===== config.mk =====
export PLATFORM = sky130hd
export DESIGN_NAME = demand_page_fault_resolver_flat
export DESIGN_NICKNAME = d
export VERILOG_FILES = /design/src/hdl/dpf_pkg.sv /design/src/hdl/dpf_if.sv /design/src/hdl/dpf_cell.sv /design/src/hdl/demand_page_fault_resolver.sv /design/src/flat_wrapper.sv
export SDC_FILE = /design/constraint.sdc
export NUM_CORES = 2
export LEC_CHECK = 0
export ABC_AREA = 1
export BUFFER_PORTS_ARGS = -buffer_cell sky130_fd_sc_hd__buf_2
export CORE_UTILIZATION = 50
export DETAILED_ROUTE_END_ITERATION = 7
export PLACE_DENSITY = 0.74
export SLEW_MARGIN = 10
export SYNTH_ARGS = -nofsm -noshare
export SYNTH_HDL_FRONTEND = slang
export SYNTH_SLANG_ARGS = --single-unit

===== constraint.sdc =====
create_clock -name clk -period 12.3 [get_ports clk]
set_clock_uncertainty 0.1 [all_clocks]
set_input_delay 2.46 -clock clk [delete_from_list [all_inputs] [get_ports clk]]
set_output_delay 2.46 -clock clk [all_outputs]
set_load 0.03 [all_outputs]

===== src/hdl/dpf_pkg.sv =====
`default_nettype none

package dpf_pkg;

	localparam int NUM_SEGMENTS = 8;
	localparam int SEG_IDX_W    = $clog2(NUM_SEGMENTS);
	localparam int SEG_CNT_W    = 4;
	localparam int HIT_W        = 3;
	localparam int ADDR_W       = 32;
	localparam int PAGE_BYTES   = 4096;
	localparam int BYTES_W      = 13;
	localparam int FRAG_W       = 44;
	localparam int CNT_W        = 32;

	localparam logic [ADDR_W-1:0] PAGE_MASK = ~ADDR_W'(PAGE_BYTES - 1);

	localparam logic FUNC_WRITE = 1'b0;
	localparam logic FUNC_FAULT = 1'b1;

	typedef struct packed {
		logic              func;
		logic [2:0]        entry_index;
		logic              entry_loadable;
		logic [ADDR_W-1:0] entry_start;
		logic [ADDR_W-1:0] entry_mem_size;
		logic [ADDR_W-1:0] entry_file_size;
		logic [ADDR_W-1:0] entry_file_offset;
		logic [ADDR_W-1:0] fault_address;
	} req_t;

	typedef struct packed {
		logic               segment_found;
		logic [HIT_W-1:0]   hit_index;
		logic [ADDR_W-1:0]  page_base;
		logic [ADDR_W-1:0]  source_offset;
		logic [BYTES_W-1:0] copy_bytes;
		logic [BYTES_W-1:0] useful_bytes;
		logic [CNT_W-1:0]   fault_total;
		logic [CNT_W-1:0]   pages_total;
		logic [FRAG_W-1:0]  fragmentation_bytes;
	} rsp_t;

	// table write broadcast to every cell
	typedef struct packed {
		logic              en;
		logic [2:0]        index;
		logic              loadable;
		logic [ADDR_W-1:0] start;
		logic [ADDR_W-1:0] mem_size;
		logic [ADDR_W-1:0] file_size;
		logic [ADDR_W-1:0] file_offset;
	} wr_t;

	// search token passed cell to cell
	typedef struct packed {
		logic                 valid;
		logic                 found;
		logic [SEG_IDX_W-1:0] hit;
		logic [ADDR_W-1:0]    addr;
		logic [ADDR_W-1:0]    start;
		logic [ADDR_W-1:0]    mem_size;
		logic [ADDR_W-1:0]    file_size;
		logic [ADDR_W-1:0]    file_offset;
	} token_t;

endpackage

`default_nettype wire


===== src/hdl/dpf_if.sv =====
`default_nettype none

interface dpf_req_if;
	logic          valid;
	logic          ready;
	dpf_pkg::req_t data;

	modport source (output valid, output data, input ready);
	modport sink (input valid, input data, output ready);
endinterface

interface dpf_rsp_if;
	logic          valid;
	logic          ready;
	dpf_pkg::rsp_t data;

	modport source (output valid, output data, input ready);
	modport sink (input valid, input data, output ready);
endinterface

`default_nettype wire


===== src/hdl/dpf_cell.sv =====
`default_nettype none

module dpf_cell (
	input  wire logic                          clk,
	input  wire logic                          arst_n,
	input  wire logic [dpf_pkg::SEG_IDX_W-1:0] cell_index,
	input  wire logic [dpf_pkg::SEG_CNT_W-1:0] seg_limit,
	input  wire dpf_pkg::wr_t                  wr,
	input  wire dpf_pkg::token_t               tok_in,
	output dpf_pkg::token_t                    tok_out
);

	logic                        loadable_q;
	logic [dpf_pkg::ADDR_W-1:0]  start_q;
	logic [dpf_pkg::ADDR_W-1:0]  mem_size_q;
	logic [dpf_pkg::ADDR_W-1:0]  file_size_q;
	logic [dpf_pkg::ADDR_W-1:0]  file_offset_q;
	logic [dpf_pkg::ADDR_W:0]    end_addr;
	logic                        in_range;
	logic                        match;
	dpf_pkg::token_t             tok_next;
	dpf_pkg::token_t             tok_q;

	always_ff @(posedge clk) begin
		if (wr.en && (32'(wr.index) == 32'(cell_index))) begin
			loadable_q    <= wr.loadable;
			start_q       <= wr.start;
			mem_size_q    <= wr.mem_size;
			file_size_q   <= wr.file_size;
			file_offset_q <= wr.file_offset;
		end
	end

	always_comb begin
		end_addr = {1'b0, start_q} + {1'b0, mem_size_q};
		in_range = (32'(cell_index) < 32'(seg_limit));
		match    = tok_in.valid && !tok_in.found && in_range && loadable_q &&
		           (tok_in.addr >= start_q) && ({1'b0, tok_in.addr} < end_addr);
		tok_next = tok_in;
		if (match) begin
			tok_next.found       = 1'b1;
			tok_next.hit         = cell_index;
			tok_next.start       = start_q;
			tok_next.mem_size    = mem_size_q;
			tok_next.file_size   = file_size_q;
			tok_next.file_offset = file_offset_q;
		end
	end

	always_ff @(posedge clk or negedge arst_n) begin
		if (!arst_n) begin
			tok_q <= '0;
		end else begin
			tok_q <= tok_next;
		end
	end

	assign tok_out = tok_q;

endmodule

`default_nettype wire


===== src/hdl/demand_page_fault_resolver.sv =====
// Channel  Dir  Payload                      Transfer
// req      in   func, entry fields, address  valid & ready
// rsp      out  lookup result and counters   valid & ready
// cfg      in   segment_count                cfg_we
//
// A table write updates its cell on transfer; the next item is taken right after.
// A fault walks the eight-cell chain one cell per cycle, then the clip,
// count and emit steps; the next item is taken only once emit raises
// the result, later if rsp is stalled.
// Reset clears the counters and segment_count; table entries hold garbage
// until written.
`default_nettype none

module demand_page_fault_resolver (
	input  wire logic                          clk,
	input  wire logic                          arst_n,
	dpf_req_if.sink                            req,
	dpf_rsp_if.source                          rsp,
	input  wire logic                          cfg_we,
	input  wire logic [dpf_pkg::SEG_CNT_W-1:0] cfg_wdata
);

	typedef enum logic [2:0] {
		S_IDLE,
		S_SCAN,
		S_CLIP,
		S_COUNT,
		S_EMIT
	} state_t;

	state_t                          state_q;
	logic [dpf_pkg::SEG_CNT_W-1:0]   seg_count_q;
	dpf_pkg::wr_t                    wr;
	dpf_pkg::token_t                 tok [dpf_pkg::NUM_SEGMENTS+1];
	dpf_pkg::token_t                 tail;

	logic                            found_s1;
	logic [dpf_pkg::SEG_IDX_W-1:0]   hit_s1;
	logic [dpf_pkg::ADDR_W-1:0]      pb_s1;
	logic [dpf_pkg::ADDR_W:0]        start_s1;
	logic [dpf_pkg::ADDR_W:0]        end_s1;
	logic [dpf_pkg::ADDR_W:0]        pend_s1;
	logic [dpf_pkg::ADDR_W:0]        off_s1;
	logic [dpf_pkg::ADDR_W-1:0]      fsize_s1;
	logic [dpf_pkg::ADDR_W-1:0]      foff_s1;

	logic [dpf_pkg::ADDR_W-1:0]      src_s2;
	logic [dpf_pkg::BYTES_W-1:0]     copy_s2;
	logic [dpf_pkg::BYTES_W-1:0]     useful_s2;

	logic [dpf_pkg::CNT_W-1:0]       fault_q;
	logic [dpf_pkg::CNT_W-1:0]       pages_q;
	logic [dpf_pkg::FRAG_W-1:0]      mapped_q;

	logic                            rsp_valid_q;
	dpf_pkg::rsp_t                   rsp_q;

	logic [dpf_pkg::ADDR_W:0]        lo;
	logic [dpf_pkg::ADDR_W:0]        hi;
	logic [dpf_pkg::ADDR_W:0]        overlap;
	logic [dpf_pkg::ADDR_W-1:0]      rem;
	logic [dpf_pkg::BYTES_W-1:0]     copy_n;
	logic [dpf_pkg::FRAG_W:0]        mapped_sum;
	logic [dpf_pkg::FRAG_W-1:0]      total;
	logic [dpf_pkg::FRAG_W-1:0]      frag;
	logic                            accept;

	assign req.ready = (state_q == S_IDLE);
	assign accept    = req.valid && req.ready;

	always_ff @(posedge clk or negedge arst_n) begin
		if (!arst_n) begin
			seg_count_q <= '0;
		end else if (cfg_we) begin
			seg_count_q <= cfg_wdata;
		end
	end

	always_comb begin
		wr.en          = accept && (req.data.func == dpf_pkg::FUNC_WRITE);
		wr.index       = req.data.entry_index;
		wr.loadable    = req.data.entry_loadable;
		wr.start       = req.data.entry_start;
		wr.mem_size    = req.data.entry_mem_size;
		wr.file_size   = req.data.entry_file_size;
		wr.file_offset = req.data.entry_file_offset;
	end

	// token launched into the first cell on a fault transfer
	always_comb begin
		tok[0]       = '0;
		tok[0].valid = accept && (req.data.func == dpf_pkg::FUNC_FAULT);
		tok[0].addr  = req.data.fault_address;
	end

	for (genvar i = 0; i < dpf_pkg::NUM_SEGMENTS; i++) begin : g_cell
		dpf_cell u_cell (
			.clk        (clk),
			.arst_n     (arst_n),
			.cell_index (dpf_pkg::SEG_IDX_W'(i)),
			.seg_limit  (seg_count_q),
			.wr         (wr),
			.tok_in     (tok[i]),
			.tok_out    (tok[i+1])
		);
	end

	assign tail = tok[dpf_pkg::NUM_SEGMENTS];

	// page geometry, latched when the token leaves the chain
	always_ff @(posedge clk) begin
		if (state_q == S_SCAN && tail.valid) begin
			found_s1 <= tail.found;
			hit_s1   <= tail.hit;
			pb_s1    <= tail.addr & dpf_pkg::PAGE_MASK;
			start_s1 <= {1'b0, tail.start};
			end_s1   <= {1'b0, tail.start} + {1'b0, tail.mem_size};
			pend_s1  <= {1'b0, tail.addr & dpf_pkg::PAGE_MASK} +
			            (dpf_pkg::ADDR_W+1)'(dpf_pkg::PAGE_BYTES);
			off_s1   <= {1'b0, tail.addr & dpf_pkg::PAGE_MASK} - {1'b0, tail.start};
			fsize_s1 <= tail.file_size;
			foff_s1  <= tail.file_offset;
		end
	end

	always_comb begin
		lo      = ({1'b0, pb_s1} > start_s1) ? {1'b0, pb_s1} : start_s1;
		hi      = (pend_s1 < end_s1) ? pend_s1 : end_s1;
		overlap = (hi > lo) ? (hi - lo) : '0;
		rem     = fsize_s1 - off_s1[dpf_pkg::ADDR_W-1:0];
		copy_n  = '0;
		// off_s1 sign bit set: page starts below the segment
		if (!off_s1[dpf_pkg::ADDR_W] && (off_s1[dpf_pkg::ADDR_W-1:0] < fsize_s1)) begin
			copy_n = (rem > dpf_pkg::ADDR_W'(dpf_pkg::PAGE_BYTES)) ?
			         dpf_pkg::BYTES_W'(dpf_pkg::PAGE_BYTES) : rem[dpf_pkg::BYTES_W-1:0];
		end
	end

	always_ff @(posedge clk) begin
		if (state_q == S_CLIP) begin
			src_s2    <= found_s1 ? (foff_s1 + off_s1[dpf_pkg::ADDR_W-1:0]) : '0;
			copy_s2   <= found_s1 ? copy_n : '0;
			useful_s2 <= found_s1 ? overlap[dpf_pkg::BYTES_W-1:0] : '0;
		end
	end

	assign mapped_sum = {1'b0, mapped_q} + (dpf_pkg::FRAG_W+1)'(useful_s2);
	assign total      = dpf_pkg::FRAG_W'(pages_q) << $clog2(dpf_pkg::PAGE_BYTES);
	assign frag       = (total > mapped_q) ? (total - mapped_q) : '0;

	always_ff @(posedge clk or negedge arst_n) begin
		if (!arst_n) begin
			state_q     <= S_IDLE;
			fault_q     <= '0;
			pages_q     <= '0;
			mapped_q    <= '0;
			rsp_valid_q <= 1'b0;
			rsp_q       <= '0;
		end else begin
			if (rsp_valid_q && rsp.ready && state_q != S_EMIT) begin
				rsp_valid_q <= 1'b0;
			end
			unique case (state_q)
				S_IDLE: begin
					if (accept && req.data.func == dpf_pkg::FUNC_FAULT) begin
						state_q <= S_SCAN;
					end
				end
				S_SCAN: begin
					if (tail.valid) begin
						state_q <= S_CLIP;
					end
				end
				S_CLIP: begin
					state_q <= S_COUNT;
				end
				S_COUNT: begin
					if (fault_q != '1) begin
						fault_q <= fault_q + 1'b1;
					end
					if (found_s1) begin
						if (pages_q != '1) begin
							pages_q <= pages_q + 1'b1;
						end
						mapped_q <= mapped_sum[dpf_pkg::FRAG_W] ? '1 :
						            mapped_sum[dpf_pkg::FRAG_W-1:0];
					end
					state_q <= S_EMIT;
				end
				S_EMIT: begin
					if (!rsp_valid_q || rsp.ready) begin
						rsp_valid_q               <= 1'b1;
						rsp_q.segment_found       <= found_s1;
						rsp_q.hit_index           <= found_s1 ? dpf_pkg::HIT_W'(hit_s1) : '0;
						rsp_q.page_base           <= pb_s1;
						rsp_q.source_offset       <= src_s2;
						rsp_q.copy_bytes          <= copy_s2;
						rsp_q.useful_bytes        <= useful_s2;
						rsp_q.fault_total         <= fault_q;
						rsp_q.pages_total         <= pages_q;
						rsp_q.fragmentation_bytes <= frag;
						state_q                   <= S_IDLE;
					end
				end
				default: begin
					state_q <= S_IDLE;
				end
			endcase
		end
	end

	assign rsp.valid = rsp_valid_q;
	assign rsp.data  = rsp_q;

	// a search token reaches the end of the chain only while scanning
	a_tail_in_scan: assert property (@(posedge clk) disable iff (!arst_n)
		tail.valid |-> state_q == S_SCAN)
		else $error("token left the chain outside a scan");

	a_pages_le_faults: assert property (@(posedge clk) disable iff (!arst_n)
		pages_q <= fault_q)
		else $error("more pages than faults");

	a_rsp_from_emit: assert property (@(posedge clk) disable iff (!arst_n)
		$rose(rsp_valid_q) |-> $past(state_q) == S_EMIT)
		else $error("result raised outside the emit step");

	// a covering segment always overlaps its page by at least one byte
	a_hit_useful: assert property (@(posedge clk) disable iff (!arst_n)
		(rsp_valid_q && rsp_q.segment_found) |->
		(rsp_q.useful_bytes != '0 && 32'(rsp_q.hit_index) < 32'(seg_count_q)))
		else $error("hit with no overlap or outside the searched entries");

endmodule

`default_nettype wire

===== src/flat_wrapper.sv =====
// flat-port wrapper written by rule: the top's interface ports become plain ports
module demand_page_fault_resolver_flat 
  (clk, arst_n, cfg_we, cfg_wdata, req_valid, req_data, req_ready, rsp_valid, rsp_data, rsp_ready);
  dpf_req_if req_i ();
  dpf_rsp_if rsp_i ();
  input  wire logic clk;
  input  wire logic arst_n;
  input  wire logic cfg_we;
  input  wire logic [dpf_pkg::SEG_CNT_W-1:0] cfg_wdata;
  input wire logic [$bits(req_i.valid)-1:0] req_valid;
  input wire logic [$bits(req_i.data)-1:0] req_data;
  output wire logic [$bits(req_i.ready)-1:0] req_ready;
  output wire logic [$bits(rsp_i.valid)-1:0] rsp_valid;
  output wire logic [$bits(rsp_i.data)-1:0] rsp_data;
  input wire logic [$bits(rsp_i.ready)-1:0] rsp_ready;
  assign req_i.valid = req_valid;
  assign req_i.data = req_data;
  assign req_ready = req_i.ready;
  assign rsp_valid = rsp_i.valid;
  assign rsp_data = rsp_i.data;
  assign rsp_i.ready = rsp_ready;
  demand_page_fault_resolver u_core (.clk(clk), .arst_n(arst_n), .req(req_i), .rsp(rsp_i), .cfg_we(cfg_we), .cfg_wdata(cfg_wdata));
endmodule

Word level (Yosys, flattened, before mapping)

Index checks and enable logic that the tools add are counted.

Output and inout port bits: 204
Register bits after elaboration: 2,935

Bitwise operators: 3
Magnitude comparators: 30
Add/subtract/negate cells: 18
Reductions and logical operators: 74
Muxes and demuxes: 29
Equal/unequal tests: 17

Operators with widths:

| cell                     | number |
|---|---|
| $mux W128                | 8 |
| $add A32 B32 Y33         | 9 |
| $lt A32 B33 Y1           | 8 |
| $ge A32 B32 Y1           | 8 |
| $mux W44                 | 2 |
| $add A32 B1 Y32 const B  | 2 |
| $ne A32 B32 Y1 const B   | 2 |
| $logic_and A1 B1 Y1      | 54 |
| $add A44 B13 Y45         | 1 |
| $gt A44 B44 Y1           | 1 |
| $sub A44 B44 Y44         | 1 |
| $add A32 B13 Y33 const B | 1 |
| $gt A33 B32 Y1           | 1 |
| $lt A33 B33 Y1           | 1 |
| $mux W33                 | 1 |
| $sub A32 B32 Y33         | 1 |
| $add A32 B32 Y32         | 1 |
| $gt A32 B13 Y1 const B   | 1 |
| $gt A32 B32 Y1           | 1 |
| $lt A32 B32 Y1           | 1 |
| $mux W32                 | 1 |
| $mux W4                  | 8 |
| $sub A32 B32 Y32         | 1 |
| $lt A3 B4 Y1 const A     | 4 |
| 20 further kinds         | 52 |

Longest topological paths before layout

Depth after elaboration: 8
Depth in mapped cells: 35
Depth with buffers taken out: 33

Modules after synthesis

Synthesis repeated with hierarchy kept, for this count alone.

Cell total of the unflattened synthesis: 14,768
Area total of the unflattened synthesis: 143,279.9 µm²

Modules (own cells, without submodules):

| module                                  | area each (µm²) | sequential area each (µm²) | cells an instance | instances |
|---|---|---|---|---|
| dpf_cell at u_core.g_cell[0].u_cell ... | 13,591.8        | 8,002.7                    | 1,321             | 6 |
| demand_page_fault_resolver              | 34,485.6        | 15,584.9                   | 4,191             | 1 |
| dpf_cell at u_core.g_cell[7].u_cell     | 13,651.8        | 8,002.7                    | 1,331             | 1 |
| dpf_cell at u_core.g_cell[6].u_cell     | 13,591.8        | 8,002.7                    | 1,320             | 1 |

Worst setup path after synthesis

Ideal clock, no wire load.

Kind: reg-to-reg
From: register u_core.state_q[2]
To: register u_core.end_s1[0] (netlist bit), enable pin
Path buffers: 0
Setup slack: 2,229 ps
Arrival time: 9,196 ps
Period minus slack after synthesis: 10,071 ps
Cell stages (with the launch flop): 4
Data required time: 11,425 ps
Cells stage by stage: dfrtp_1 -> nor3_1 -> inv_1 -> nor2_1

Word-level cells in the longest chain between the ends: 2

Ends and longest elaborated chain:

| element                | line                              | source |
|---|---|---|
| start, declared        | demand_page_fault_resolver.sv:31  | `state_t state_q;` |
| start signal, assigned | demand_page_fault_resolver.sv:153 | `state_q <= S_IDLE;` |
| start signal, assigned | demand_page_fault_resolver.sv:166 | `state_q <= S_SCAN;` |
| start signal, assigned | demand_page_fault_resolver.sv:171 | `state_q <= S_CLIP;` |
| $eq A3 B1 Y1           | demand_page_fault_resolver.sv:112 | `if (state_q == S_SCAN && tail.valid) begin` |
| $logic_and A1 B1 Y1    | demand_page_fault_resolver.sv:112 |  |
| end signal, assigned   | demand_page_fault_resolver.sv:117 | `end_s1 <= {1'b0, tail.start} + {1'b0, tail.mem_size};` |
| end, declared          | demand_page_fault_resolver.sv:41  | `logic [dpf_pkg::ADDR_W:0] end_s1;` |

No other way between the ends.
A chain may end at the register's enable or synchronous reset.

==> flow_metrics.tcl <==
set metrics [dict create \
    path_buf_inv 2 \
    dp_hpwl_mm 295.0 \
    avgSynthCellArea_um2 9.944 \
    cts_resized 0 \
    path_class "reg2reg" \
    drcViolationCount 0 \
    coreArea_um2 276700 \
    post_cts_buffers 0 \
    placedCellCount 17700 \
    drt_first_pass_iters 8 \
    max_freq_mhz 140.3 \
    antenna_left 0 \
    clk_pin_slew_ps 60 \
    clock_latency_ps 920 \
    fillCellCount 23720 \
    grt_max_degree 180 \
    gr-usage-all-layers_pct 27.84 \
    vias 103000 \
    tritoncts "done" \
    worst_pin_slew_ps 1121 \
    ir_worst_vdd_v 0.0001245 \
    synth_cells 14010 \
    hold_buffers 0 \
    initial_core_util_pct 50.34 \
    first_global_vias 99840 \
    final_common_cell "nand2_1" \
    period_needed_ps 7126 \
    via_per_inst 5.637 \
    crit_arrival_ps 7830 \
    grt_pass1_wl_mm 596.9 \
    cpPeakStageDelay_ps 870 \
    status "completed" \
    slowest_stage "nor3_1" \
    seqCellArea_um2 79130 \
    synth-edff-count 1296 \
    async_reset_ff_share_pct 55.36 \
    cts_sinks 2903 \
    p_total_mw 24.79 \
    critical_path_required_ps 13000 \
    cts_buffers 303 \
    holdWs_ps 265.9 \
    synth_seq_cells 2903 \
    critPathMaxFanout 86 \
    final_cell_mix "nand2_1 (3,705), dfrtp_1 (1,607), inv_1 (1,318)" \
    path_delay_family "simple AND/OR/NAND/NOR gates" \
    port_buffers 365 \
    multi_input_area_um2 52940 \
    fp.dieH_um 529.9 \
    slew_headroom_pct 24.69 \
    rsz0062_at_grt "false" \
    drt_iter0_drc 9979 \
    slew_viol_final 0 \
    seq_area_frac_synth_pct 56.80 \
    finalSetupTns_ps 0 \
    synthFlopType "dfrtp_1" \
    final_cell_count_no_fill 18280 \
    path_common_cell "nand2_1" \
    overflow 0 \
    yosys_warnings 0 \
    die_area_um2 280700 \
    path_cells "ha_1 > fa_1 > nand3_1 > nand3_1 > a21oi_1 > o21ai_0 > a21oi_1 > inv_1 > nand2_1 > nand2_1 > a21oi_1 > xor2_1 > ha_1 > nand3_1 > nor3_1 > nand4_4 > nand3_4 > buf_4 > nand2_1 > nand2_1" \
    root_buffer "clkbuf_16" \
    syn_area_um2 139300 \
    finalSetupViolations 0 \
    total_leakage_power_nw 73.36 \
    rows 193 \
    place.gp.congestion 0.9662 \
    h-tree-depth 5 \
    routed_wl_mm 395.5 \
    antenna_found_initial 23 \
    drive_above_1_share_pct 6.966 \
    io_pins 378 \
    hold_class "reg2reg" \
    maxCapViolCount 0 \
    hold_viol_final 0 \
    start_kind "flop" \
    die_w_um 529.9 \
    clock_path_buffers 4 \
    nNetsFinal 15490 \
    power_density_nw_per_um2 160.5 \
    areaGrowthSynthToFinish_pct 10.90 \
    synth_cell_types 62 \
    wl_per_cell_um 21.64 \
    cp-end-kind "flop" \
    min_period_over_period_pct 57.94 \
]
==> routing by layer <==
| layer | vias to the layer above | share of wire, % | track usage, % |
|---|---|---|---|
| met5 | - | 0 | 0 |
| met4 | 0 | 4.2 | 10.90 |
| met3 | 731 | 7.8 | 4.045 |
| met2 | 4276 | 45 | 43.44 |
| met1 | 49590 | 43 | 39.28 |
| li1 | 48440 | - | - |
==> layout make-up <==
type,instances,area share [%]
sequential,2903,51.22
multi-input combinational,9302,34.27
clock buffer,411,5.471
inverter,1336,3.257
tap,3705,3.000
timing repair buffer,454,1.705
clock inverter,150,1.056
antenna,17,0.02753
==> power breakdown <==
part | switching [mW] | internal, mW
clock | 3.93 | 5.29
sequential | 0.492 | 11.0
combinational | 2.93 | 1.20
total | 7.34 | 17.4
==> per-stage QoR <==
| step | worst slack [ps] | util (%) | area, um2 |
|---|---|---|---|
| final | 5174 | 55.83 | 154500 |
| after global routing | 4928 | 55.82 | 154500 |
| after CTS | 5239 | 55.82 | 154500 |
| after detailed placement | 5283 | 52.17 | 144400 |
| after global placement | 5420 | 52.17 | 144400 |
| after floorplan | 2229 | - | 139400 |
==> synth_stat cells, drive strengths merged (2+ instances only) <==
library cell / count / area [um2]
and3: 4 / 25.02
nand4: 1060 / 6656
and2: 9 / 56.30
a21oi: 785 / 3929
a31oi: 55 / 344.1
o21ai: 494 / 2472
o21a: 46 / 345.3
a221o: 2 / 20.02
a21o: 49 / 367.9
o31ai: 2 / 15.01
inv: 1332 / 5000
o22ai: 2 / 12.51
nand2: 3718 / 13990
a21boi: 16 / 120.1
o311ai: 19 / 166.4
edfxtp: 1296 / 38920
clkbuf: 206 / 773.2
ha: 998 / 12490
xor2: 277 / 2426
o221ai: 13 / 113.9
or2: 8 / 50.05
xnor2: 153 / 1340
nor4: 58 / 387.9
a211oi: 35 / 262.8
o2111ai: 8 / 70.07
o211ai: 39 / 292.8
buf: 274 / 1700
nor3b: 10 / 110.1
fa: 13 / 260.3
a22oi: 10 / 75.07
dfrtp: 1607 / 40210
clkinv: 4 / 15.01
o21bai: 56 / 424.2
nor2: 880 / 3341
a2111oi: 6 / 52.55
nand3b: 18 / 135.1
nand3: 289 / 1499
nor3: 149 / 765.7
a221oi: 4 / 35.03
==> cells by family after synthesis <==
| kind of cell | count (synthesis) | share of synthesized area [%] |
|---|---|---|
| buffers and inverters | 1816 | 5.375 |
| DFF | 2903 | 56.80 |
| other | 1 | 0.002692 |
| xor gates and xnor gates | 430 | 2.703 |
| adders and majority gates | 1011 | 9.150 |
| muxes | 1 | 0.008082 |
| AOI/OAI and AO/OA | 1645 | 6.572 |
| and+or+nand+nor | 6203 | 19.39 |
==> worst reg2reg max path, cell delays in order (launching register included) <==
cell	delay [ps]
edfxtp_1	450
ha_1	280
fa_1	420
nand3_1	80
nand3_1	130
a21oi_1	240
o21ai_0	200
a21oi_1	310
inv_1	160
nand2_1	80
nand2_1	80
a21oi_1	340
xor2_1	130
ha_1	320
nand3_1	120
nor3_1	870
nand4_4	810
nand3_4	750
buf_4	780
nand2_1	280
nand2_1	120
==> state kept, by name, summed over array words and instances, names as in the netlist, 21 cells and up <==
signal and count:
u_core.g_cell.u_cell.file_offset_q 256, u_core.mapped_q 44, u_core.g_cell.u_cell.start_q 256, u_core.pages_q 32, u_core.g_cell.u_cell.tok_out 1301, u_core.foff_s1 32, u_core.pend_s1 21, u_core.start_s1 31
u_core.end_s1 33, u_core.src_s2 32, u_core.g_cell.u_cell.file_size_q 256, u_core.fsize_s1 32, u_core.rsp.data 190, u_core.g_cell.u_cell.mem_size_q 256, u_core.fault_q 32, u_core.off_s1 33
==> final timing paths <==
kind	from	end	slack [ps]	depth (start not counted)
setup / recovery	u_core.g_cell[7].u_cell.start_q[0]	u_core.g_cell[7].u_cell.tok_out[21]	5170	20
hold / removal	u_core.g_cell[0].u_cell.tok_out[164]	u_core.g_cell[1].u_cell.tok_out[164]	270	0
setup reg to reg	u_core.g_cell[7].u_cell.start_q[0]	u_core.g_cell[7].u_cell.tok_out[21]	5170	20
hold reg to reg	u_core.g_cell[0].u_cell.tok_out[164]	u_core.g_cell[1].u_cell.tok_out[164]	270	0
max in group asynchronous	arst_n	u_core.g_cell[0].u_cell.tok_out[97]	8160	3
min in group asynchronous	arst_n	u_core.rsp.data[179]	1380	1
(Power assumes the default switching activity.)
